## config.mk

```make
export PLATFORM = sky130hd
export DESIGN_NAME = json_string_unescape_decoder
export DESIGN_NICKNAME = d
export VERILOG_FILES = /design/src/design/jsud_pkg.sv /design/src/design/jsud_front.sv /design/src/design/jsud_fifo.sv /design/src/design/jsud_back.sv /design/src/design/json_string_unescape_decoder.sv
export SDC_FILE = /design/constraint.sdc
export NUM_CORES = 1
export LEC_CHECK = 0
export BUFFER_PORTS_ARGS = -buffer_cell sky130_fd_sc_hd__buf_2
export CORE_UTILIZATION = 50
export DETAILED_ROUTE_END_ITERATION = 10
export GPL_TIMING_DRIVEN = 0
export PLACE_DENSITY = 0.76
export SYNTH_ARGS = -nofsm -noshare
export SYNTH_HDL_FRONTEND = slang
export SYNTH_SLANG_ARGS = --single-unit
```

## constraint.sdc

```tcl
create_clock -name clk_i -period 8.21 [get_ports clk_i]
set_input_delay 1.642 -clock clk_i [delete_from_list [all_inputs] [get_ports clk_i]]
set_output_delay 1.642 -clock clk_i [all_outputs]
set_load 0.005 [all_outputs]
```

## src/design/jsud_pkg.sv

```systemverilog
// Shared types, codes and the hex-digit helper function of the JSON string unescape decoder.
package jsud_pkg;

  // Kind of a result beat.
  typedef enum logic [1:0] {
    KindByte  = 2'd0,
    KindEnd   = 2'd1,
    KindError = 2'd2
  } kind_e;

  // Error codes carried on an error beat.
  typedef enum logic [1:0] {
    ErrNoQuote = 2'd0,
    ErrBadHex  = 2'd1,
    ErrBadEsc  = 2'd2,
    ErrControl = 2'd3
  } err_e;

  // Parser state, one-hot.
  typedef enum logic [3:0] {
    ModeIdle = 4'b0001,
    ModeStr  = 4'b0010,
    ModeEsc  = 4'b0100,
    ModeHex  = 4'b1000
  } mode_e;

  // Characters the parser recognizes.
  localparam logic [7:0] ChSpace     = 8'h20;
  localparam logic [7:0] ChLf        = 8'h0A;
  localparam logic [7:0] ChCr        = 8'h0D;
  localparam logic [7:0] ChTab       = 8'h09;
  localparam logic [7:0] ChQuote     = 8'h22;
  localparam logic [7:0] ChBackslash = 8'h5C;
  localparam logic [7:0] ChSlash     = 8'h2F;
  localparam logic [7:0] ChLowB      = 8'h62;
  localparam logic [7:0] ChLowF      = 8'h66;
  localparam logic [7:0] ChLowN      = 8'h6E;
  localparam logic [7:0] ChLowR      = 8'h72;
  localparam logic [7:0] ChLowT      = 8'h74;
  localparam logic [7:0] ChLowU      = 8'h75;
  localparam logic [7:0] ChBackspace = 8'h08;
  localparam logic [7:0] ChFormFeed  = 8'h0C;
  localparam logic [7:0] CtrlLimit   = 8'h20;

  // One command from the parser to the output expander.
  typedef struct packed {
    logic        is_cp;  // expand cp into UTF-8 bytes
    kind_e       kind;
    logic [7:0]  data;
    err_e        err;
    logic [15:0] cp;
  } cmd_t;

  // Hex digit decode: bit 4 set when the byte is a hex digit, bits 3:0 its value.
  function automatic logic [4:0] hex_val(input logic [7:0] c);
    logic [4:0] r;
    r = 5'd0;
    if (c >= 8'h30 && c <= 8'h39) begin
      r = {1'b1, 4'(c - 8'h30)};
    end else if (c >= 8'h41 && c <= 8'h46) begin
      r = {1'b1, 4'(c - 8'h37)};
    end else if (c >= 8'h61 && c <= 8'h66) begin
      r = {1'b1, 4'(c - 8'h57)};
    end
    return r;
  endfunction

endpackage

```

## src/design/jsud_front.sv

```systemverilog
// Parser front end: takes raw bytes, tracks string and escape state, issues commands.
module jsud_front (
  input  logic          clk_i,
  input  logic          rst_ni,
  input  logic          in_valid_i,
  output logic          in_ready_o,
  input  logic [7:0]    in_byte_i,
  input  logic          q_ready_i,
  output logic          q_push_o,
  output jsud_pkg::cmd_t q_cmd_o
);
  import jsud_pkg::*;

  mode_e       mode_q, mode_d;
  logic [1:0]  cnt_q, cnt_d;
  logic [15:0] acc_q, acc_d;
  logic [4:0]  hv;
  logic        is_ws;
  logic        accept;

  assign in_ready_o = q_ready_i;
  assign accept     = in_valid_i && q_ready_i;
  assign hv         = hex_val(in_byte_i);
  assign is_ws      = (in_byte_i == ChSpace) || (in_byte_i == ChLf) ||
                      (in_byte_i == ChCr) || (in_byte_i == ChTab);

  // Next state and command for the accepted byte.
  always_comb begin
    mode_d   = mode_q;
    cnt_d    = cnt_q;
    acc_d    = acc_q;
    q_push_o = 1'b0;
    q_cmd_o  = '0;
    q_cmd_o.kind = KindByte;
    q_cmd_o.err  = ErrNoQuote;
    if (accept) begin
      unique case (mode_q)
        ModeIdle: begin
          if (in_byte_i == ChQuote) begin
            mode_d = ModeStr;
          end else if (!is_ws) begin
            q_push_o     = 1'b1;
            q_cmd_o.kind = KindError;
            q_cmd_o.err  = ErrNoQuote;
          end
        end
        ModeStr: begin
          if (in_byte_i == ChBackslash) begin
            mode_d = ModeEsc;
          end else if (in_byte_i == ChQuote) begin
            mode_d       = ModeIdle;
            q_push_o     = 1'b1;
            q_cmd_o.kind = KindEnd;
          end else if (in_byte_i < CtrlLimit) begin
            mode_d       = ModeIdle;
            cnt_d        = 2'd0;
            acc_d        = 16'd0;
            q_push_o     = 1'b1;
            q_cmd_o.kind = KindError;
            q_cmd_o.err  = ErrControl;
          end else begin
            q_push_o     = 1'b1;
            q_cmd_o.data = in_byte_i;
          end
        end
        ModeEsc: begin
          mode_d   = ModeStr;
          q_push_o = 1'b1;
          unique case (in_byte_i)
            ChQuote:     q_cmd_o.data = ChQuote;
            ChBackslash: q_cmd_o.data = ChBackslash;
            ChSlash:     q_cmd_o.data = ChSlash;
            ChLowB:      q_cmd_o.data = ChBackspace;
            ChLowF:      q_cmd_o.data = ChFormFeed;
            ChLowN:      q_cmd_o.data = ChLf;
            ChLowR:      q_cmd_o.data = ChCr;
            ChLowT:      q_cmd_o.data = ChTab;
            ChLowU: begin
              mode_d   = ModeHex;
              cnt_d    = 2'd0;
              acc_d    = 16'd0;
              q_push_o = 1'b0;
            end
            default: begin
              mode_d       = ModeIdle;
              cnt_d        = 2'd0;
              acc_d        = 16'd0;
              q_cmd_o.kind = KindError;
              q_cmd_o.err  = ErrBadEsc;
            end
          endcase
        end
        ModeHex: begin
          if (!hv[4]) begin
            mode_d       = ModeIdle;
            cnt_d        = 2'd0;
            acc_d        = 16'd0;
            q_push_o     = 1'b1;
            q_cmd_o.kind = KindError;
            q_cmd_o.err  = ErrBadHex;
          end else if (cnt_q == 2'd3) begin
            // Fourth digit completes the code point.
            mode_d        = ModeStr;
            cnt_d         = 2'd0;
            acc_d         = 16'd0;
            q_push_o      = 1'b1;
            q_cmd_o.is_cp = 1'b1;
            q_cmd_o.cp    = {acc_q[11:0], hv[3:0]};
          end else begin
            cnt_d = cnt_q + 2'd1;
            acc_d = {acc_q[11:0], hv[3:0]};
          end
        end
        default: begin
          mode_d = ModeIdle;
        end
      endcase
    end
  end

  // Parser state registers.
  always_ff @(posedge clk_i or negedge rst_ni) begin
    if (!rst_ni) begin
      mode_q <= ModeIdle;
      cnt_q  <= 2'd0;
      acc_q  <= 16'd0;
    end else begin
      mode_q <= mode_d;
      cnt_q  <= cnt_d;
      acc_q  <= acc_d;
    end
  end

endmodule

```

## src/design/jsud_fifo.sv

```systemverilog
// Short command queue between the parser and the output expander.
module jsud_fifo #(
  parameter int unsigned Depth = 4
) (
  input  logic           clk_i,
  input  logic           rst_ni,
  input  logic           push_i,
  input  jsud_pkg::cmd_t push_cmd_i,
  output logic           ready_o,
  output logic           valid_o,
  output jsud_pkg::cmd_t head_o,
  input  logic           pop_i
);
  import jsud_pkg::*;

  localparam int unsigned PtrW = (Depth > 1) ? $clog2(Depth) : 1;
  localparam int unsigned CntW = $clog2(Depth + 1);

  cmd_t            mem_q [Depth];
  logic [PtrW-1:0] wr_ptr_q, wr_ptr_d;
  logic [PtrW-1:0] rd_ptr_q, rd_ptr_d;
  logic [CntW-1:0] cnt_q, cnt_d;
  logic            do_push, do_pop;

  assign ready_o = (cnt_q != CntW'(Depth));
  assign valid_o = (cnt_q != '0);
  assign head_o  = mem_q[rd_ptr_q];
  assign do_push = push_i && ready_o;
  assign do_pop  = pop_i && valid_o;

  // Pointer and fill count update.
  always_comb begin
    wr_ptr_d = wr_ptr_q;
    rd_ptr_d = rd_ptr_q;
    cnt_d    = cnt_q;
    if (do_push) begin
      wr_ptr_d = (wr_ptr_q == PtrW'(Depth - 1)) ? '0 : wr_ptr_q + PtrW'(1);
    end
    if (do_pop) begin
      rd_ptr_d = (rd_ptr_q == PtrW'(Depth - 1)) ? '0 : rd_ptr_q + PtrW'(1);
    end
    if (do_push && !do_pop) begin
      cnt_d = cnt_q + CntW'(1);
    end else if (!do_push && do_pop) begin
      cnt_d = cnt_q - CntW'(1);
    end
  end

  always_ff @(posedge clk_i or negedge rst_ni) begin
    if (!rst_ni) begin
      wr_ptr_q <= '0;
      rd_ptr_q <= '0;
      cnt_q    <= '0;
    end else begin
      wr_ptr_q <= wr_ptr_d;
      rd_ptr_q <= rd_ptr_d;
      cnt_q    <= cnt_d;
    end
  end

  // Entry storage.
  always_ff @(posedge clk_i) begin
    if (do_push) begin
      mem_q[wr_ptr_q] <= push_cmd_i;
    end
  end

endmodule

```

## src/design/jsud_back.sv

```systemverilog
// Output expander: turns queued commands into result beats, UTF-8 encoding code points.
module jsud_back (
  input  logic           clk_i,
  input  logic           rst_ni,
  input  logic           q_valid_i,
  input  jsud_pkg::cmd_t q_head_i,
  output logic           q_pop_o,
  output logic           out_valid_o,
  input  logic           out_ready_i,
  output logic [1:0]     result_kind_o,
  output logic [7:0]     out_byte_o,
  output logic [1:0]     error_code_o,
  output logic           last_of_run_o
);
  import jsud_pkg::*;

  logic [1:0]  step_q, step_d;
  logic [1:0]  last_step;
  logic [7:0]  beat_byte;
  logic        beat_last;
  logic        load;
  logic        valid_q, valid_d;
  logic [1:0]  kind_q;
  logic [7:0]  byte_q;
  logic [1:0]  err_q;
  logic        last_q;
  logic [15:0] cp;

  assign cp = q_head_i.cp;

  // Number of beats of the head command, less one.
  always_comb begin
    if (!q_head_i.is_cp || cp[15:7] == 9'd0) begin
      last_step = 2'd0;
    end else if (cp[15:11] == 5'd0) begin
      last_step = 2'd1;
    end else begin
      last_step = 2'd2;
    end
  end

  // Byte of the current beat.
  always_comb begin
    beat_byte = q_head_i.data;
    if (q_head_i.is_cp) begin
      case (last_step)
        2'd0: beat_byte = cp[7:0];
        2'd1: beat_byte = (step_q == 2'd0) ? {3'b110, cp[10:6]} : {2'b10, cp[5:0]};
        default: begin
          case (step_q)
            2'd0:    beat_byte = {4'b1110, cp[15:12]};
            2'd1:    beat_byte = {2'b10, cp[11:6]};
            default: beat_byte = {2'b10, cp[5:0]};
          endcase
        end
      endcase
    end
  end

  assign beat_last = (step_q == last_step);
  assign load      = q_valid_i && (!valid_q || out_ready_i);
  assign q_pop_o   = load && beat_last;

  // Beat counter within a command and output valid.
  always_comb begin
    step_d  = step_q;
    valid_d = valid_q;
    if (out_ready_i) begin
      valid_d = 1'b0;
    end
    if (load) begin
      valid_d = 1'b1;
      step_d  = beat_last ? 2'd0 : step_q + 2'd1;
    end
  end

  always_ff @(posedge clk_i or negedge rst_ni) begin
    if (!rst_ni) begin
      step_q  <= 2'd0;
      valid_q <= 1'b0;
    end else begin
      step_q  <= step_d;
      valid_q <= valid_d;
    end
  end

  // Output payload register.
  always_ff @(posedge clk_i) begin
    if (load) begin
      kind_q <= q_head_i.kind;
      byte_q <= beat_byte;
      err_q  <= q_head_i.err;
      last_q <= beat_last;
    end
  end

  assign out_valid_o   = valid_q;
  assign result_kind_o = kind_q;
  assign out_byte_o    = byte_q;
  assign error_code_o  = err_q;
  assign last_of_run_o = last_q;

endmodule

```

## src/design/json_string_unescape_decoder.sv

```systemverilog
// An accepted byte's command is written into the command queue, then loaded into the output register as a result beat.
// Throughput: one input byte per cycle while the queue has room; one result beat per cycle while out_ready_i is high.
// A \uXXXX escape gives up to three beats from six input bytes, so the queue keeps up.
// Reset (rst_ni low, asynchronous): parser idle awaiting a quote, queue empty, no beat shown.
module json_string_unescape_decoder #(
  parameter int unsigned QueueDepth = 4
) (
  input  logic       clk_i,
  input  logic       rst_ni,
  input  logic       in_valid_i,
  output logic       in_ready_o,
  input  logic [7:0] in_byte_i,
  output logic       out_valid_o,
  input  logic       out_ready_i,
  output logic [1:0] result_kind_o,
  output logic [7:0] out_byte_o,
  output logic [1:0] error_code_o,
  output logic       last_of_run_o
);
  import jsud_pkg::*;

  logic q_push, q_ready, q_valid, q_pop;
  cmd_t push_cmd, head_cmd;

  // Parser front end.
  jsud_front u_front (
    .clk_i      (clk_i),
    .rst_ni     (rst_ni),
    .in_valid_i (in_valid_i),
    .in_ready_o (in_ready_o),
    .in_byte_i  (in_byte_i),
    .q_ready_i  (q_ready),
    .q_push_o   (q_push),
    .q_cmd_o    (push_cmd)
  );

  // Command queue.
  jsud_fifo #(
    .Depth (QueueDepth)
  ) u_fifo (
    .clk_i      (clk_i),
    .rst_ni     (rst_ni),
    .push_i     (q_push),
    .push_cmd_i (push_cmd),
    .ready_o    (q_ready),
    .valid_o    (q_valid),
    .head_o     (head_cmd),
    .pop_i      (q_pop)
  );

  // Output expander.
  jsud_back u_back (
    .clk_i         (clk_i),
    .rst_ni        (rst_ni),
    .q_valid_i     (q_valid),
    .q_head_i      (head_cmd),
    .q_pop_o       (q_pop),
    .out_valid_o   (out_valid_o),
    .out_ready_i   (out_ready_i),
    .result_kind_o (result_kind_o),
    .out_byte_o    (out_byte_o),
    .error_code_o  (error_code_o),
    .last_of_run_o (last_of_run_o)
  );

endmodule

```

==> flow_summary.toml, run 1 <==
[place]
dpl.hpwl_mm = 9.73
gp_congestion = 0.956
io_buffers = 24

[yosys]
ys_ff_latch = 157
synth_top_area_share_pct = 54.7
ys.flop_type = "edfxtp_1"
syn-instance-count = 486
avgSynthCellArea_sq_um = 14.6
yosysWarnings = 0
synth-compound-area-share_pct = 6.25
async_flop_share_pct = 17.8
synth.area.mux_share_pct = 13.7
synth.largest_area_cell = "edfxtp_1"
synth_top_family_by_area = "multiplexers"
syn_area_sq_um = 7090
synth_edf_count = 129
yosys.area_share.simple_pct = 9.76
syn-num-nets = 513
synth_seq_area_share_pct = 64.6
synth-adder-area-share_pct = 2.75
yosys-top-cells-area = "edfxtp_1 55%, dfrtp_1 9.5%, mux4_2 9.2%, ha_1 2.5%, nor2_1 2.2%"
synth_commonest_cells = "129 x edfxtp_1, 42 x nor2_1, 34 x nand2_1"
synth_xor_area_share_pct = 0.494
yosysUniqueCellTypes = 54
synth.most_common_cell = "edfxtp_1"

[detailed_routing]
drt-initial-drc-count = 557
routed_wl_mm = 14.4
antenna_left = 0
firstDrtPassIters = 5
num_vias = 4244
drcViolationCount = 0
vias_per_cell = 5.88
wire_per_inst_microns = 20.0

[cts]
root_buffer = "clkbuf_16"
clockBufferDepth = 2
post_cts_resized = 0
hold_buffers = 0
htree_levels = 4
cts.clk_slew.worst_paths_ps = 60
clock-sinks = 157
cts_tree = "done"
postCtsSetupBuffers = 0
clock_latency_ps = 430
cts-buffers-inserted = 17

[timing]
setup_tns_ps = 0
slew_headroom_pct = 20.9
period_minus_slack_ps = 4550
grt_setup_unrepaired = "false"
slew_viol_final = 0
skew_ps = 9.68
hold_violations = 0
worst_pin_slew_ps = 1180
setup_viol = 0
clock.fmax_ghz = 0.220
finalCritPeriodShare_pct = 55.4

[die]
start_util_pct = 51.3
die_area_sq_um = 14700
core_area_sq_um = 13800
die_y_microns = 121
num_rows = 43
io_pins = 27
die_x_microns = 121

[global_route]
grt-ovfl-total = 0
first_global_vias = 4287
antenna_found_initial = 0
grt_usage_pct = 21.3
grt_max_degree = 30
grt_first_pass_wirelength_mm = 22.7

[cells_and_area]
layout.nets = 556
drive_above_1_share_pct = 20.3
antenna-diode-count = 0
seqCellArea_sq_um = 4580
multi_input_area_sq_um = 2350
nFillCells = 1013
syn2layout_area_growth_pct = 13.5

[power_and_ir_drop]
power_mw = 2.67
pwr-share-clk_pct = 29.2
combPwrFrac_pct = 29.7
p_seq_share_pct = 41.1
power.density_nw_per_um2 = 332
ir_worst_vdd_v = 0.000173
p_sw_uw = 804
p_sw_share_pct = 30.1
power.leakage_nw = 2.91
p_int_mw = 1.87

[setup_path]
cp_cell_sequence = "buf_2 -> inv_1 -> ha_1 -> o311ai_1 -> and2_1 -> o21ai_0 -> a31oi_1 -> ha_1 -> inv_1 -> fa_1 -> xor2_1 -> nor2_1 -> xor2_1"
crit_buf_inv = 3
critPathMaxStageDelay_ps = 630
cp.arrival_ps = 4890
crit_required_ps = 8550
end_kind = "register"
crit_type = "input port to register"
slowest_stage = "o311ai_1"
worstPathMaxFanout = 7
startpoint_type = "input port"
rrSetupSlack_ps = 4090
path_delay_family = "compound AO/OA/AOI/OAI gates"

[worst_hold_path]
min_path_type = "register to register"

[flow_run]
maxCapViolations = 0

[run_status]
status = "finished, final reports clean"
[worst paths after layout]
kind,startpoint,endpoint,cells past startpoint
max,in_byte_i[1],u_fifo.cnt_q[2],13
min,u_fifo.cnt_q[2],u_fifo.cnt_q[2],1
max reg2reg,u_fifo.rd_ptr_q[1],u_fifo.cnt_q[2],13
min reg2reg,u_fifo.cnt_q[2],u_fifo.cnt_q[2],1
max in group asynchronous,rst_ni,u_front.acc_q[3],1
min in group asynchronous,rst_ni,u_back.out_valid_o,1
[per-layer routing]
layer | up-vias | share of wire (%) | global-route usage, %
met5 | - | 0 | 0
met4 | 0 | 1.5 | 7.95
met3 | 15 | 5.4 | 4.79
met2 | 137 | 50 | 34.3
met1 | 2147 | 44 | 28.4
li1 | 1945 | - | -
[flip-flops by register name, indices dropped and copies added (netlist names)]
register / count
u_back.step_q: 2
u_back.error_code_o: 2
u_front.mode_q: 4
u_fifo.mem_q: 116
u_front.acc_q: 12
u_back.last_of_run_o: 1
u_back.result_kind_o: 2
u_front.cnt_q: 2
u_fifo.rd_ptr_q: 2
u_back.out_byte_o: 8
u_fifo.wr_ptr_q: 2
u_back.out_valid_o: 1
u_fifo.cnt_q: 3
[logic make-up after synthesis]
kind of cell	Yosys count
adder cells (fa/ha/maj)	15
AND/OR/NAND/NOR	138
buffers and inverters	43
multiplexers	59
XOR/XNOR	4
flip-flops	157
AO/OA/AOI/OAI	70
[power by group through the flow]
stage          Sequential (mW)  Clock, mW  Combinational (mW)
5_1_grt                   1.11      0.819               0.880
2_1_floorplan             1.10          0               0.578
4_1_cts                   1.10      0.792               0.798
3_5_place_dp              1.11          0               0.787
6_report                  1.10      0.779               0.794
3_3_place_gp              1.11          0               0.765
[per-stage QoR]
| step | utilization (%) | cell area [sq um] | std cells | hold WS [ps] | setup WS [ps] |
|---|---|---|---|---|---|
| after CTS | 58.1 | 8040 | 722 | 524 | 3780 |
| after global placement | 53.8 | 7430 | 690 | 482 | 2910 |
| after detailed placement | 53.8 | 7440 | 690 | 510 | 3350 |
| after global routing | 58.1 | 8040 | 722 | 540 | 3450 |
| final | 58.1 | 8040 | 722 | 522 | 3660 |
| after floorplan | - | 7090 | 486 | 464 | 3870 |
[cell usage in the layout, fill, tap and decap left out, drive strengths merged, types with 10 or more instances in the layout]
master and n:
nor2 42, dfrtp 27, clkbuf 33, o21ai 13
buf 32, mux2 15, nand2 35, mux4 29
and2 12, nand3 10, edfxtp 129, inv 25
mux2i 15, ha 14, a21oi 24
[area by class of cell]
cell class	instances	area share, %
sequential	157	56.9
multi-input combinational	286	29.2
clock buffer	23	6.07
tap	180	2.80
timing repair buffer	24	1.49
clock inverter	9	1.39
inverter	25	1.17
buffer	18	0.996
(Power assumes the default switching activity.)
==> inputs of run 2 (changes only) <==
Settings changed: PLACE_DENSITY 0.76 to 0.78.
Clock period 8.21 ns to 3.75 ns, I/O delays scaled along.
==> run 2 against run 1 <==
Effect of this change:
- sequential cell count unchanged
- clock-buffer cell count increased by 3
- clock skew decreased by 0.73 ps
- non-clock buffer count increased by 10
- register-to-register slack got worse by 4000 ps
- global-route usage decreased by 0.089 points
- critical path depth decreased by 1
- setup slack got worse by 3600 ps
- first-iteration DRC count increased by 2.0%
- design area increased by 1.8%
- final cell count increased by 1.4%
- combinational power increased by 140%
- critical endpoint unchanged
- largest cell class unchanged
==> flow_summary.toml, run 2 (same netlist as run 1, synthesis figures left out) <==
[power_and_ir_drop]
power.density_nw_per_um2 = 744
ir_worst_vdd_v = 0.000355
power.leakage_nw = 2.98
power_mw = 6.09

[cells_and_area]
syn2layout_area_growth_pct = 15.5
layout.nets = 566
utilization_pct = 59.2
drive_above_1_share_pct = 22.8
largest-register = "u_fifo.mem_q"
nFillCells = 1000
antenna-diode-count = 0
largest_register_ff_count = 116
final_common_cell = "edfxtp_1"
final_cell_mix = "129 x edfxtp_1, 42 x nor2_1, 34 x nand2_1"

[setup_path]
cp.arrival_ps = 4050
r2r-start = "u_fifo.rd_ptr_q[0]"
crit_type = "register to register"
startpoint_type = "register"
crit_required_ps = 4100
worstPathMaxFanout = 6
ff2ff_path_depth = 12
cp-startpoint = "u_fifo.rd_ptr_q[0]"
rr_endpoint = "u_fifo.cnt_q[2]"
end_kind = "register"
rrSetupSlack_ps = 50

[detailed_routing]
firstDrtPassIters = 5
routed_wl_mm = 14.4
drcViolationCount = 0
drt-initial-drc-count = 568
vias_per_cell = 5.96
num_vias = 4363
wire_per_inst_microns = 19.7
antenna_left = 0

[cts]
clockBufferDepth = 2
cts.clk_slew.worst_paths_ps = 60
root_buffer = "clkbuf_16"
hold_buffers = 0
cts_tree = "done"
clock-sinks = 157
htree_levels = 4
cts-buffers-inserted = 17
clock_latency_ps = 430

[timing]
hold_violations = 0
clock.fmax_ghz = 0.270
finalCritPeriodShare_pct = 98.7
worst_pin_slew_ps = 1200
worst_hold_slack_ps = 392
slew_viol_final = 0
setup_tns_ps = 0
skew_ps = 8.95
setup_viol = 0
fin_ws_ps = 48.1
slew_headroom_pct = 19.5
period_minus_slack_ps = 3700

[flow_run]
maxCapViolations = 0

[die]
start_util_pct = 51.3
core_area_sq_um = 13800
die_x_microns = 121
num_rows = 43
die_y_microns = 121
die_area_sq_um = 14700
io_pins = 27

[place]
dpl.hpwl_mm = 9.47
io_buffers = 24
pre_cts_ws_ps = -342
gp_congestion = 0.940

[global_route]
grt-ovfl-total = 0
antenna_found_initial = 0
first_global_vias = 4328
grt_usage_pct = 21.2
grt_first_pass_wirelength_mm = 22.8
grt_max_degree = 30

[run_status]
status = "finished, final reports clean"

[worst_hold_path]
min_path_type = "input port to asynchronous set/reset pin"
## run 2: power breakdown
part / switching [mW] / total [mW] / internal [mW] / leakage [nW]
clock network: 0.644 / 1.78 / 1.13 / 0.301
logic: 1.02 / 1.91 / 0.886 / 1.14
registers: 0.141 / 2.41 / 2.26 / 1.55
## run 2: per-layer routing
metal	wire [microns]	GRT usage, %	vias up
met5	0	0	-
li1	-	-	1967
met1	6170	27.3	2176
met4	453	10.4	0
met2	6890	33.6	187
met3	877	5.40	33
## run 2: cell type report
| type | count | area [sq um] | share of cell area (%) |
|---|---|---|---|
| flip-flops and latches | 157 | 4580 | 55.9 |
| clock inverters | 6 | 108 | 1.31 |
| repair buffers | 35 | 206 | 2.52 |
| plain buffers | 17 | 87.6 | 1.07 |
| inverters | 25 | 93.8 | 1.15 |
| clock buffers | 26 | 509 | 6.22 |
| multi-input cells | 286 | 2380 | 29.1 |
| well taps | 180 | 225 | 2.75 |
## run 2: how the worst max path moves through the flow
stage                          end  slack (ps)
2_1_floorplan      u_fifo.cnt_q[2]         140
3_3_place_gp   u_fifo.mem_q[0][14]        -610
3_5_place_dp       u_fifo.cnt_q[2]        -340
4_1_cts            u_fifo.cnt_q[2]          10
5_1_grt            u_fifo.cnt_q[2]         -20
6_report           u_fifo.cnt_q[2]          50
## run 2: per-stage QoR
stage          instance area (sq um)  instances
2_1_floorplan                   7090        486
3_3_place_gp                    7430        690
3_5_place_dp                    7440        690
4_1_cts                         8120        725
5_1_grt                         8190        732
6_report                        8190        732
## run 2: critical path: stages, from the launching register on
cell and delay (ps):
dfrtp_2 470, buf_6 130, mux4_2 520, or4_4 580
o2111a_1 270, or4_4 560, nand2_4 130, ha_4 160
inv_2 40, fa_2 330, xor2_1 170, nor2_1 130
xor2_1 160
## run 2: what timing repair did
action                                  in CTS  in global routing
endpoints found under the setup margin       2                118
pin swaps                                    1                  3
gates resized for setup                      9                  6
buffers inserted                             3                  8
==> inputs of run 3 (changes only) <==
Settings changed: PLACE_DENSITY 0.78 to 0.76.
Clock period 3.75 ns to 4.35 ns, I/O delays scaled along.
==> run 3 against run 2 <==
Effect of this change:
- die area unchanged
- setup slack better by 260 ps
- first-iteration DRC count down 1.4%
- global-route usage rose by 0.089 points
- utilization fell by 1.0 points
- power is 17% lower
- sequential cell count did not move
- clock power shrank 17%
- combinational power decreased by 21%
- via count fell by 2.8%
- critical endpoint unchanged
- largest power group unchanged
- highest routed layer unchanged
==> flow_summary.toml, run 3 (same netlist as run 1, synthesis figures left out) <==
[detailed_routing]
antenna_left = 0
wire_per_inst_microns = 20.0
vias_per_cell = 5.87
num_vias = 4239
drcViolationCount = 0
drt-initial-drc-count = 560
firstDrtPassIters = 5
routed_wl_mm = 14.4

[timing]
clock.fmax_ghz = 0.247
hold_violations = 0
skew_ps = 9.69
setup_viol = 0
finalCritPeriodShare_pct = 92.9
period_minus_slack_ps = 4040
grt_setup_unrepaired = "false"
worst_pin_slew_ps = 1180
slew_viol_final = 0
setup_tns_ps = 0
slew_headroom_pct = 20.9

[cells_and_area]
antenna-diode-count = 0
drive_above_1_share_pct = 20.5
largest_register_ff_count = 116
largest-register = "u_fifo.mem_q"
final_common_cell = "edfxtp_1"
final_cell_mix = "129 x edfxtp_1, 42 x nor2_1, 34 x nand2_1"
multi_input_area_sq_um = 2350
nFillCells = 1015
layout.nets = 556
seqCellArea_sq_um = 4580
syn2layout_area_growth_pct = 13.5

[worst_hold_path]
min_path_type = "input port to asynchronous set/reset pin"

[setup_path]
crit_required_ps = 4690
crit_type = "register to register"
rr_endpoint = "u_fifo.cnt_q[2]"
cp.arrival_ps = 4390
startpoint_type = "register"
rrSetupSlack_ps = 310
slowest_stage = "or4_1"
r2r-start = "u_fifo.rd_ptr_q[0]"
cpMostUsedCell = "xor2_1"
cp_cell_sequence = "buf_6 -> mux4_2 -> or4_1 -> nor4b_1 -> or4_4 -> nand2_2 -> ha_1 -> inv_1 -> fa_1 -> xor2_1 -> nor2_1 -> xor2_1"
critPathMaxStageDelay_ps = 650
worstPathMaxFanout = 10
ff2ff_path_depth = 12
end_kind = "register"

[place]
gp_congestion = 0.956
io_buffers = 24
dpl.hpwl_mm = 9.73

[global_route]
grt_max_degree = 30
first_global_vias = 4287
grt-ovfl-total = 0
antenna_found_initial = 0
grt_usage_pct = 21.3
grt_first_pass_wirelength_mm = 22.7

[cts]
root_buffer = "clkbuf_16"
cts_tree = "done"
clockBufferDepth = 2
cts-buffers-inserted = 17
postCtsSetupBuffers = 0
clock_latency_ps = 430
hold_buffers = 0
htree_levels = 4
post_cts_resized = 0
cts.clk_slew.worst_paths_ps = 60
clock-sinks = 157

[die]
core_area_sq_um = 13800
start_util_pct = 51.3
die_x_microns = 121
die_area_sq_um = 14700
die_y_microns = 121
io_pins = 27
num_rows = 43

[power_and_ir_drop]
power.density_nw_per_um2 = 627
power.leakage_nw = 2.91
power_mw = 5.04
ir_worst_vdd_v = 0.000325

[run_status]
status = "finished, final reports clean"

[flow_run]
maxCapViolations = 0
-- run 3: cell types whose count changed in the layout (fill, tap and decap cells not counted), sizes merged --
| cell | before | now |
|---|---|---|
| clkbuf | 36 | 34 |
| clkinvlp | 1 | 2 |
| bufinv | 3 | 2 |
| buf | 42 | 31 |
| clkinv | 2 | 5 |
-- run 3: cell type report --
class	count	share of cell area (%)
clock inverters	9	1.38
clock buffers	23	6.07
plain buffers	18	1.01
multi-input cells	286	29.2
flip-flops and latches	157	56.9
well taps	180	2.80
inverters	25	1.17
repair buffers	24	1.49
-- run 3: worst max path at each step --
stage	from	to	slack [ps]	cells past startpoint
final	u_fifo.rd_ptr_q[0]	u_fifo.cnt_q[2]	310	12
after CTS	u_fifo.rd_ptr_q[1]	u_fifo.cnt_q[2]	200	13
after global placement	in_byte_i[0]	u_fifo.mem_q[1][14]	-170	9
after global routing	u_fifo.rd_ptr_q[0]	u_fifo.cnt_q[2]	80	12
after floorplan	u_fifo.rd_ptr_q[0]	u_fifo.cnt_q[2]	740	13
after detailed placement	u_fifo.rd_ptr_q[1]	u_fifo.cnt_q[2]	250	13
-- run 3: power by group --
| part | switching [mW] | internal (mW) |
|---|---|---|
| registers | 0.121 | 1.95 |
| clock network | 0.564 | 0.906 |
| logic | 0.832 | 0.667 |
-- run 3: layer usage --
metal,vias up,share of wire (%),global-route usage [%]
met5,-,0,0
met1,2151,44,28.4
met3,15,5.1,4.79
met4,0,1.5,7.95
met2,129,50,34.3
li1,1944,-,-
-- run 3: worst max-delay path, delay by kind of cell (launching register included) --
kind / cells / cell delay, ps
and+or+nand+nor: 5 / 1630
muxes: 1 / 590
adders and majority gates: 2 / 580
DFF: 1 / 530
xor gates and xnor gates: 2 / 330
buffers and inverters: 2 / 300
-- run 3: metrics by stage --
step | cells | cell area [sq um] | utilization (%) | hold WS [ps] | setup slack [ps]
3_5_place_dp | 690 | 7440 | 53.8 | 510 | 254
3_3_place_gp | 690 | 7430 | 53.8 | 482 | -173
4_1_cts | 722 | 8040 | 58.1 | 505 | 199
2_1_floorplan | 486 | 7090 | - | 464 | 742
6_report | 722 | 8040 | 58.2 | 494 | 308
5_1_grt | 722 | 8040 | 58.2 | 540 | 78.9
